==> config.mk <==
export PLATFORM = sky130hd
export DESIGN_NAME = generational_refcount_slot_pool_unit
export DESIGN_NICKNAME = d
export VERILOG_FILES = /design/src/rtl/grsp_pkg.sv /design/src/rtl/grsp_ctrl.sv /design/src/rtl/grsp_dp.sv /design/src/rtl/generational_refcount_slot_pool_unit.sv
export VERILOG_INCLUDE_DIRS = /design/src /design/src/rtl
export SDC_FILE = /design/constraint.sdc
export NUM_CORES = 2
export LEC_CHECK = 0
export ABC_AREA = 1
export BUFFER_PORTS_ARGS = -buffer_cell sky130_fd_sc_hd__buf_2
export CORE_MARGIN = 5
export CORE_UTILIZATION = 23
export CTS_BUF_LIST = sky130_fd_sc_hd__clkbuf_4 sky130_fd_sc_hd__clkbuf_8
export CTS_CLUSTER_SIZE = 24
export DETAILED_ROUTE_END_ITERATION = 12
export GPL_TIMING_DRIVEN = 1
export MAX_ROUTING_LAYER = met4
export PLACE_DENSITY = 0.33
export SYNTH_ARGS = -nofsm -noshare
export SYNTH_HDL_FRONTEND = slang
export SYNTH_HIERARCHICAL = 1
export SYNTH_SLANG_ARGS = --single-unit
==> constraint.sdc <==
create_clock -name clk -period 8.6 [get_ports clk]
set_input_delay 0.86 -clock clk [delete_from_list [all_inputs] [get_ports clk]]
set_output_delay 0.86 -clock clk [all_outputs]
set_load 0.02 [all_outputs]
==> src/rtl/generational_refcount_slot_pool_unit_macros.svh <==
// assertion macros shared by the rtl
`ifndef GENERATIONAL_REFCOUNT_SLOT_POOL_UNIT_MACROS_SVH
`define GENERATIONAL_REFCOUNT_SLOT_POOL_UNIT_MACROS_SVH

`ifndef SYNTHESIS
`define GRSP_ASSERT(lbl, clk, rst_n, prop, msg) \
	lbl: assert property (@(posedge clk) disable iff (!rst_n) prop) else $error(msg);
`define GRSP_ASSERT_ALWAYS(lbl, clk, prop, msg) \
	lbl: assert property (@(posedge clk) prop) else $error(msg);
`else
`define GRSP_ASSERT(lbl, clk, rst_n, prop, msg)
`define GRSP_ASSERT_ALWAYS(lbl, clk, prop, msg)
`endif

`endif

==> src/rtl/grsp_pkg.sv <==
package grsp_pkg;

	localparam int SLOT_COUNT = 64;
	localparam int IDX_W      = 6;
	localparam int PTR_W      = 7;
	localparam int GEN_W      = 16;
	localparam int CNT_W      = 16;

	localparam logic [1:0] MODE_ACQUIRE = 2'd0;
	localparam logic [1:0] MODE_RETAIN  = 2'd1;
	localparam logic [1:0] MODE_RELEASE = 2'd2;
	localparam logic [1:0] MODE_LOOKUP  = 2'd3;

	localparam logic [2:0] ST_OK        = 3'd0;
	localparam logic [2:0] ST_POOL_FULL = 3'd1;
	localparam logic [2:0] ST_RANGE     = 3'd2;
	localparam logic [2:0] ST_STALE     = 3'd3;
	localparam logic [2:0] ST_ZERO      = 3'd4;
	localparam logic [2:0] ST_OVERFLOW  = 3'd5;

	localparam logic [PTR_W-1:0] EMPTY_PTR = PTR_W'(SLOT_COUNT);
	localparam logic [CNT_W-1:0] CNT_MAX   = '1;

	typedef struct packed {
		logic [1:0]       mode;
		logic [IDX_W-1:0] slot_index;
		logic [GEN_W-1:0] generation_tag;
	} req_item_t;

	typedef struct packed {
		logic [2:0]       status;
		logic [IDX_W-1:0] given_slot;
		logic [GEN_W-1:0] slot_generation;
		logic             freed;
	} rsp_item_t;

	typedef struct packed {
		logic [CNT_W-1:0] count;
		logic [GEN_W-1:0] gen;
		logic [PTR_W-1:0] link;
	} slot_entry_t;

	typedef struct packed {
		logic capture;
		logic commit;
	} cmd_t;

endpackage

==> src/rtl/grsp_ctrl.sv <==
`include "generational_refcount_slot_pool_unit_macros.svh"

module grsp_ctrl (
	input  logic          clk,
	input  logic          arst_n,
	input  logic          req_valid,
	output logic          req_ready,
	output logic          rsp_valid,
	input  logic          rsp_ready,
	output grsp_pkg::cmd_t cmd
);

	localparam logic [0:0] S_IDLE = 1'b0;
	localparam logic [0:0] S_EXEC = 1'b1;

	logic [0:0] state_q;
	logic [0:0] state_d;
	logic       rsp_valid_q;
	logic       rsp_free;

	assign req_ready   = (state_q == S_IDLE);
	assign rsp_free    = !rsp_valid_q || rsp_ready;
	assign cmd.capture = req_valid && req_ready;
	assign cmd.commit  = (state_q == S_EXEC) && rsp_free;
	assign rsp_valid   = rsp_valid_q;

	always_comb begin
		state_d = state_q;
		case (state_q)
			S_IDLE: begin
				if (cmd.capture) begin
					state_d = S_EXEC;
				end
			end
			S_EXEC: begin
				if (cmd.commit) begin
					state_d = S_IDLE;
				end
			end
			default: begin
				state_d = S_IDLE;
			end
		endcase
	end

	always_ff @(posedge clk or negedge arst_n) begin
		if (!arst_n) begin
			state_q     <= S_IDLE;
			rsp_valid_q <= 1'b0;
		end else begin
			state_q <= state_d;
			if (cmd.commit) begin
				rsp_valid_q <= 1'b1;
			end else if (rsp_ready) begin
				rsp_valid_q <= 1'b0;
			end
		end
	end

	`GRSP_ASSERT(a_capture_to_exec, clk, arst_n, cmd.capture |=> state_q == S_EXEC,
		"capture did not enter exec")
	`GRSP_ASSERT(a_commit_gives_rsp, clk, arst_n, cmd.commit |=> rsp_valid_q,
		"commit did not raise response")
	`GRSP_ASSERT(a_no_double_cmd, clk, arst_n, !(cmd.capture && cmd.commit),
		"capture and commit in one cycle")

endmodule

==> src/rtl/grsp_dp.sv <==
`include "generational_refcount_slot_pool_unit_macros.svh"

module grsp_dp (
	input  logic                clk,
	input  logic                arst_n,
	input  grsp_pkg::cmd_t      cmd,
	input  grsp_pkg::req_item_t req,
	output grsp_pkg::rsp_item_t rsp
);

	grsp_pkg::slot_entry_t mem_q [grsp_pkg::SLOT_COUNT];
	grsp_pkg::slot_entry_t rd_q;
	grsp_pkg::req_item_t   op_q;
	grsp_pkg::rsp_item_t   rsp_q;
	grsp_pkg::rsp_item_t   res;
	grsp_pkg::slot_entry_t wr_data;
	logic [grsp_pkg::PTR_W-1:0] free_head_q;
	logic [grsp_pkg::PTR_W-1:0] in_use_q;
	logic [grsp_pkg::PTR_W-1:0] free_head_d;
	logic [grsp_pkg::PTR_W-1:0] in_use_d;
	logic [grsp_pkg::IDX_W-1:0] rd_addr;
	logic [grsp_pkg::IDX_W-1:0] wr_addr;
	logic                       wr_en;

	assign rd_addr = (req.mode == grsp_pkg::MODE_ACQUIRE)
		? free_head_q[grsp_pkg::IDX_W-1:0] : req.slot_index;

	always_comb begin
		logic [grsp_pkg::CNT_W-1:0] cnt_dec;
		cnt_dec     = rd_q.count - 1'b1;
		res         = '0;
		wr_en       = 1'b0;
		wr_addr     = op_q.slot_index;
		wr_data     = rd_q;
		free_head_d = free_head_q;
		in_use_d    = in_use_q;
		if (op_q.mode == grsp_pkg::MODE_ACQUIRE) begin
			if (!free_head_q[grsp_pkg::PTR_W-1]) begin
				res.given_slot      = free_head_q[grsp_pkg::IDX_W-1:0];
				res.slot_generation = rd_q.gen;
				wr_en               = 1'b1;
				wr_addr             = free_head_q[grsp_pkg::IDX_W-1:0];
				wr_data.count       = grsp_pkg::CNT_W'(1);
				free_head_d         = rd_q.link;
			end else if (!in_use_q[grsp_pkg::PTR_W-1]) begin
				res.given_slot = in_use_q[grsp_pkg::IDX_W-1:0];
				wr_en          = 1'b1;
				wr_addr        = in_use_q[grsp_pkg::IDX_W-1:0];
				wr_data.count  = grsp_pkg::CNT_W'(1);
				wr_data.gen    = '0;
				wr_data.link   = grsp_pkg::EMPTY_PTR;
				in_use_d       = in_use_q + 1'b1;
			end else begin
				res.status = grsp_pkg::ST_POOL_FULL;
			end
		end else if ({1'b0, op_q.slot_index} >= in_use_q) begin
			res.status = grsp_pkg::ST_RANGE;
		end else if (op_q.mode == grsp_pkg::MODE_LOOKUP) begin
			res.given_slot      = op_q.slot_index;
			res.slot_generation = rd_q.gen;
			if (op_q.generation_tag != rd_q.gen) begin
				res.status = grsp_pkg::ST_STALE;
			end
		end else if (rd_q.count == '0) begin
			res.status          = grsp_pkg::ST_ZERO;
			res.slot_generation = rd_q.gen;
		end else if (op_q.mode == grsp_pkg::MODE_RETAIN) begin
			res.slot_generation = rd_q.gen;
			if (rd_q.count == grsp_pkg::CNT_MAX) begin
				res.status = grsp_pkg::ST_OVERFLOW;
			end else begin
				wr_en         = 1'b1;
				wr_data.count = rd_q.count + 1'b1;
			end
		end else begin
			wr_en         = 1'b1;
			wr_data.count = cnt_dec;
			res.slot_generation = rd_q.gen;
			if (cnt_dec == '0) begin
				wr_data.gen         = rd_q.gen + 1'b1;
				wr_data.link        = free_head_q;
				free_head_d         = {1'b0, op_q.slot_index};
				res.slot_generation = rd_q.gen + 1'b1;
				res.freed           = 1'b1;
			end
		end
	end

	always_ff @(posedge clk) begin
		if (cmd.commit && wr_en) begin
			mem_q[wr_addr] <= wr_data;
		end
		if (cmd.capture) begin
			rd_q <= mem_q[rd_addr];
			op_q <= req;
		end
		if (cmd.commit) begin
			rsp_q <= res;
		end
	end

	always_ff @(posedge clk or negedge arst_n) begin
		if (!arst_n) begin
			free_head_q <= grsp_pkg::EMPTY_PTR;
			in_use_q    <= '0;
		end else if (cmd.commit) begin
			free_head_q <= free_head_d;
			in_use_q    <= in_use_d;
		end
	end

	assign rsp = rsp_q;

	`GRSP_ASSERT(a_in_use_bound, clk, arst_n, in_use_q <= grsp_pkg::EMPTY_PTR,
		"slots in use beyond pool")
	`GRSP_ASSERT(a_head_bound, clk, arst_n, free_head_q <= grsp_pkg::EMPTY_PTR,
		"free head beyond pool")
	`GRSP_ASSERT(a_head_used, clk, arst_n,
		(free_head_q != grsp_pkg::EMPTY_PTR) |-> ({1'b0, free_head_q[grsp_pkg::IDX_W-1:0]} < in_use_q),
		"free head names a never used slot")

endmodule

==> src/rtl/generational_refcount_slot_pool_unit.sv <==
// channel | valid     | ready     | payload
// request | req_valid | req_ready | req (mode, slot_index, generation_tag)
// result  | rsp_valid | rsp_ready | rsp (status, given_slot, slot_generation, freed)
//
// each item first reads the slot ram, then updates it and the free head or fill mark as needed
// the slot ram is read and then written, so no new request is taken until the last one is written
// reset clears control, free head and fill mark; the ram itself is never cleared
// a new item is taken while a result waits, but it holds in its update cycle
// until the result register is free
module generational_refcount_slot_pool_unit (
	input  logic                clk,
	input  logic                arst_n,
	input  logic                req_valid,
	output logic                req_ready,
	input  grsp_pkg::req_item_t req,
	output logic                rsp_valid,
	input  logic                rsp_ready,
	output grsp_pkg::rsp_item_t rsp
);

	grsp_pkg::cmd_t cmd;

	grsp_ctrl u_ctrl (
		.clk       (clk),
		.arst_n    (arst_n),
		.req_valid (req_valid),
		.req_ready (req_ready),
		.rsp_valid (rsp_valid),
		.rsp_ready (rsp_ready),
		.cmd       (cmd)
	);

	grsp_dp u_dp (
		.clk    (clk),
		.arst_n (arst_n),
		.cmd    (cmd),
		.req    (req),
		.rsp    (rsp)
	);

endmodule

# Word-level counts from Yosys, hierarchy flattened
# Memories as Yosys holds them, arrays and structs flattened. A register that Yosys moved wholly into a read port is not among the register bits.
# Index checks and enable logic that the tools add are counted.
[totals] register_bits=66 mem_bits_rw=2496 output_inout_bits=28 memories=1
[memory_table] memory="u_dp.mem_q" words=64 word_bits=39 rd=1 rd_ports_with_merged_regs=1 write_ports=1 line_no="grsp_dp.sv:11" rtl="grsp_pkg::slot_entry_t mem_q [grsp_pkg::SLOT_COUNT];"
[op_classes] n_addsub=4 n_lt_le_gt_ge=1 eq_ne=9 n_mux=59 bitwise_logic=2 reduce_logical=16
[ops] cell="2-to-1 mux 39 bit" n=5
[ops] cell="2-to-1 mux 16 bit" n=7
[ops] cell="2-to-1 mux 23 bit" n=4
[ops] cell="2-to-1 mux 7 bit" n=8
[ops] cell="2-to-1 mux 6 bit" n=7
[ops] cell="adder 16 x 1 -> 16 bit, second input constant" n=2
[ops] cell="zero test 16 bit" n=2
[ops] cell="2-to-1 mux 25 bit" n=1
[ops] cell="2-to-1 mux 1 bit" n=18
[ops] cell="2-to-1 mux 3 bit" n=6
[ops] cell="2-to-1 mux 17 bit" n=1
[ops] cell="== test 16 bit, second input constant" n=1
[ops] cell="inequality test 16 bit" n=1
[ops] cell="subtractor 16 x 1 -> 16 bit, second input constant" n=1
[ops] cell="inequality test 2 x 1 -> 1 bit, second input constant" n=4
[ops] cell="adder 7 x 1 -> 7 bit, second input constant" n=1
[ops] cell="greater-or-equal comparator 6 x 7 -> 1 bit" n=1
[ops] cell="AND reduction 7 bit" n=1
[ops] cell="AND reduction 6 bit" n=1
[ops] cell="OR reduction 5 bit" n=1
[ops] cell="zero test 2 bit" n=2
[ops] cell="AND reduction 4 bit" n=1
[ops] cell="nonzero test 2 bit" n=2
[ops] cell="logical AND 1 bit" n=3
[ops] cell="9 further kinds" n=10

# Logic depth before layout (Yosys ltp)
[depth] depth_word=10 ltp_mapped=17

# Modules after synthesis
# The synthesis kept the hierarchy.
[by_module_without_submodules] module="grsp_dp" instances=1 cells_each=7678 area_per_inst_um2=103710.7 seq_area_each_um2=77976.0
[by_module_without_submodules] module="grsp_ctrl" instances=1 cells_each=11 area_per_inst_um2=92.6 seq_area_each_um2=50.0

# Worst setup path before layout
# OpenSTA, ideal clock, no wires.
[synth_timing] path_type="input-to-reg" from="in rsp_ready" to="mem u_dp/mem_q[28][0] in the netlist's numbering, enable pin" t_arrival_ns=5.010 t_required_ns=8.116 slack_ns=3.106 cell_stages=5 path_cell_list="inv_1 > a21oi_2 > o21ai_4 > buf_4 > nor3_1"
[synth_rtl] item="start: declaration" line_no="generational_refcount_slot_pool_unit.sv:17" rtl="input logic rsp_ready,"
[synth_rtl] item="end: declaration" line_no="grsp_dp.sv:11"

# Worst setup path after layout
[layout_timing] from="reg u_dp/op_q[23] in the netlist's numbering" to="mem u_dp/mem_q[61][2] in the netlist's numbering, enable pin"
[layout_between] elab_chain_cells=9 elab_cells_between_ends=12 cone_classes="eq/ne (2); mux (8); reduce/logical (2)"
[layout_lines] item="start: declaration" line_no="grsp_dp.sv:13" rtl="grsp_pkg::req_item_t op_q;"
[layout_lines] item="start signal: assignment" line_no="grsp_dp.sv:95" rtl="op_q <= req;"
[layout_lines] item="== test 2 x 1 -> 1 bit" line_no="grsp_dp.sv:67" rtl="end else if (op_q.mode == grsp_pkg::MODE_RETAIN) begin"
[layout_lines] item="2-to-1 mux 1 bit" line_no="grsp_dp.sv:67"
[layout_lines] item="2-to-1 mux 1 bit" line_no="grsp_dp.sv:64" rtl="end else if (rd_q.count == '0) begin"
[layout_lines] item="2-to-1 mux 1 bit" line_no="grsp_dp.sv:58" rtl="end else if (op_q.mode == grsp_pkg::MODE_LOOKUP) begin"
[layout_lines] item="2-to-1 mux 1 bit" line_no="grsp_dp.sv:56" rtl="end else if ({1'b0, op_q.slot_index} >= in_use_q) begin"
[layout_lines] item="2-to-1 mux 1 bit" line_no="grsp_dp.sv:37" rtl="if (op_q.mode == grsp_pkg::MODE_ACQUIRE) begin"
[layout_lines] item="logical AND 1 bit" line_no="grsp_dp.sv:90" rtl="if (cmd.commit && wr_en) begin"
[layout_lines] item="2-to-1 mux 1 bit" line_no="grsp_dp.sv:90"
[layout_lines] item="2-to-1 mux 1 bit (not written as such)" line_no="grsp_dp.sv:91" rtl="mem_q[wr_addr] <= wr_data;"
# Parallel ways exist; a longest one is shown, timed or not.

==> key figures <==
Power
  – Maximum VDD drop: 0.139 mV
  – Combinational Power Share: 15.4%
  – PD cells: around 260 nW/um^2
  – Clock network power share: between 30% and 40%
  – Seq pwr share: 47.9%
  – Int Power: 0.0218 W
  – Leakage: 37.6 nW
  – Net switching power: 0.00928 W
  – Sw Share: between 20% and 30%

Placed design
  – IO Port Bufs: between 50 and 60
  – Post-DP HPWL: 204000 um
  – Placed cell areas: about 110000 um^2
  – DP Cell Count: between 10000 and 15000
  – Placer Congestion: around 0.83

Timing
  – RSZ-0062 raised after global routing: no
  – Pins Over Slew Limit: 0
  – Final hold vios: 0
  – Relative slew slack: 24.2%
  – Worst-margin pin slew: 1.14 ns
  – Setup total negative slack: 0 ns
  – Max Freq: between 150 and 200 MHz
  – Fin crit period: around 5.5 ns
  – Clk_skew: between 0.09 and 0.1 ns
  – Period utilisation layout: between 60% and 70%
  – Final setup vio count: 0

Yosys
  – Mapped Area: between 100000 and 150000 um^2
  – Syn nets: between 7000 and 8000
  – Unique masters post-synth: between 50 and 60
  – Synth area leader: edfxtp_1
  – FF+latch count, synth: around 2600
  – Asr flop ratio synth: 0.615%
  – Post-synth EDFFs: approximately 2600
  – Count leader, synth: edfxtp_1
  – Synth top cells by count: edfxtp_1, nor2_1, o21ai_0
  – Area share of the leading cell type in the synthesized netlist: roughly three quarters
  – Top_reg_cell synth: edfxtp_1
  – Syn Inst Count: approximately 7700
  – Seq/Total Area, Yosys: ~75%
  – Synth area leaders: edfxtp_1, o21ai_0, nor2_1
  – Ys Warns: 6
  – Syn avg cell area: approximately 14 um^2

Detailed routing
  – DRT Pass-1 Iters: 7
  – Residual DRC: 0
  – Final wirelength: about 380000 um
  – Antenna-violating nets left: 0
  – Via density: between 4 and 5
  – Initial drt markers: approximately 5600
  – Routed WL per cell: roughly 27 um
  – Vias: just under 70000

Cells and area
  – Core Util, Final: around 27%
  – Fin area: ~120000 um^2
  – Final Non-Filler Cells: roughly 14000
  – Fillers: 46077
  – Layout area overhead: 16.8%
  – Nets: approximately 7900
  – Share of post-route cells with drive strength above 1: about 14%

Clock tree
  – TritonCTS buffer count: 473
  – CTS Hold Bufs: 28
  – Clock slew at reported path FFs: roughly 0.070 ns
  – Longest Clk Path Bufs: 4
  – Clock Latency Late Sink: between 1 and 1.5 ns
  – CTS tree: yes
  – Resized cells post-CTS: 0
  – Total number of clock tree sinks: roughly 2600
  – CTS Root Cell: clkbuf_8
  – H-tree depth: 5
  – Postcts setup bufs: 0

GRT
  – All-Layer GR Usage: 16.4%
  – GR Layer Usage met3: approximately 2.3%
  – Vias in the first global route: about 67000
  – Pin count of the biggest net entering global routing: approximately 140
  – First-pass GRT wire length: roughly 530000 um
  – Met2 usage: around 26%
  – Initial antenna violation count: 25
  – Busiest layer in global routing: met2
  – GRT Residual Overflow: 0
  – Met1 usage: 22.7%

Floorplan
  – # rows: 246
  – Core area: 449000 um^2
  – Die height: between 600 and 700 um
  – Die footprint: roughly 460000 um^2
  – Initial Utilization: a little under a quarter
  – Die width: around 680 um
  – # IOs: 56

Worst setup path
  – Worst reg2reg path depth: 13
  – WP data required: between 9 and 10 ns
  – CP Class: flop to flop
  – CP endpoint kind: flop
  – Arr. time, crit path: between 6 and 7 ns
  – Max FO, Critical Path: 29
  – Critical path startpoint category: flop

Flow run
  – Max-Cap Viols: 0

Min path
  – Worst Hold Class: input pin to asynchronous set/reset pin

Status
  – Status: finished, final reports clean
==> power by group through the flow <==
stage / clock network [W] / logic, W / registers [W]
3_5_place_dp: 0 / 0.00487 / 0.0151
6_report: 0.0114 / 0.00479 / 0.0149
5_1_grt: 0.0125 / 0.00519 / 0.0149
4_1_cts: 0.0119 / 0.00489 / 0.0149
2_1_floorplan: 0 / 0.00249 / 0.0151
3_3_place_gp: 0 / 0.00486 / 0.0151
==> per-layer routing <==
layer | vias to the layer above | wire [um] | part of all wire [%]
met5 | - | 0 | 0
met4 | 0 | 7160 | 1.9
met3 | 504 | 17900 | 4.7
met2 | 1798 | 177000 | 46
met1 | 35226 | 181000 | 47
li1 | 29913 | - | -
==> kinds of logic (layout without fill, tap and decap cells) <==
| family | Yosys count | count (layout) | share of synthesized area [%] |
|---|---|---|---|
| xor gates and xnor gates | 22 | 22 | 0.186 |
| adders and majority gates | 15 | 15 | 0.181 |
| AOI/OAI and AO/OA | 2327 | 2327 | 13.6 |
| other | 0 | 17 | 0 |
| and+or+nand+nor | 2023 | 2023 | 8.09 |
| DFF | 2601 | 2601 | 75.2 |
| buffers and inverters | 701 | 1280 | 2.77 |
==> layout make-up <==
class	count	area, um^2	share of cell area, %
sequential	2601	78000	64.3
multi-input combinational	4387	23600	19.5
clock buffer	671	8020	6.62
tap	5952	7450	6.14
timing repair buffer	304	2530	2.08
clock inverter	172	1030	0.846
inverter	133	541	0.446
antenna	17	42.5	0.0351
==> cell usage in the layout (no fill, tap or decap), types with 20 or more instances in the layout <==
cell type / count
dlygate4sd3_1: 28
nand3_1: 293
o22ai_1: 328
nand4_1: 23
a21oi_1: 20
nor3_2: 64
clkbuf_8: 477
o21bai_1: 24
inv_1: 118
clkinv_2: 36
buf_2: 55
o211ai_1: 340
o221ai_1: 283
nand2_1: 271
o21ai_1: 39
o21ai_0: 1251
edfxtp_1: 2585
buf_12: 25
buf_4: 196
clkbuf_4: 194
nor2_1: 1285
clkinv_1: 111
==> sequential cells by signal, summed over array words and instances (netlist names) <==
register and count:
u_dp/op_q 24, u_dp/mem_q 2496, u_dp/free_head_q 7, u_ctrl/rsp_valid 1, u_dp/rd_q 39, u_dp/rsp 26
u_ctrl/state_q 1, u_dp/in_use_q 7
==> worst max-delay path: stages (launching register included) <==
cell,delay (ns)
edfxtp_1,0.47
inv_1,0.13
ha_1,0.16
buf_4,0.30
inv_2,0.30
nor2_2,0.80
inv_2,0.20
o22ai_1,0.28
a21oi_1,0.20
nor2_1,0.31
nand2_1,0.47
nor3_2,0.31
buf_4,0.51
buf_4,0.59
==> stage by stage <==
step	hold WS, ns	setup WS, ns	total power, W
finish	0.214	3.09	0.0311
global route	0.146	2.80	0.0325
CTS	0.0745	3.09	0.0316
detailed placement	0.505	3.00	0.0200
global placement	0.499	3.04	0.0200
floorplan	0.475	3.11	0.0176
==> path summary, 6_finish.rpt <==
check	from	endpoint	slack (ns)
setup / recovery	u_dp/op_q[23]$_DFFE_PP_	u_dp/mem_q[61][2]$_DFFE_PP_	3.09
hold / removal	arst_n	u_dp/in_use_q[6]$_DFFE_PN0P_	0.21
setup reg to reg	u_dp/op_q[23]$_DFFE_PP_	u_dp/mem_q[61][2]$_DFFE_PP_	3.09
hold reg to reg	u_dp/free_head_q[6]$_DFFE_PN1P_	u_dp/free_head_q[6]$_DFFE_PN1P_	0.52
max in group asynchronous	arst_n	u_dp/free_head_q[6]$_DFFE_PN1P_	8.04
min in group clk	req[13]	u_dp/op_q[13]$_DFFE_PP_	0.44
No activity file was read; power rests on OpenSTA's default activity.
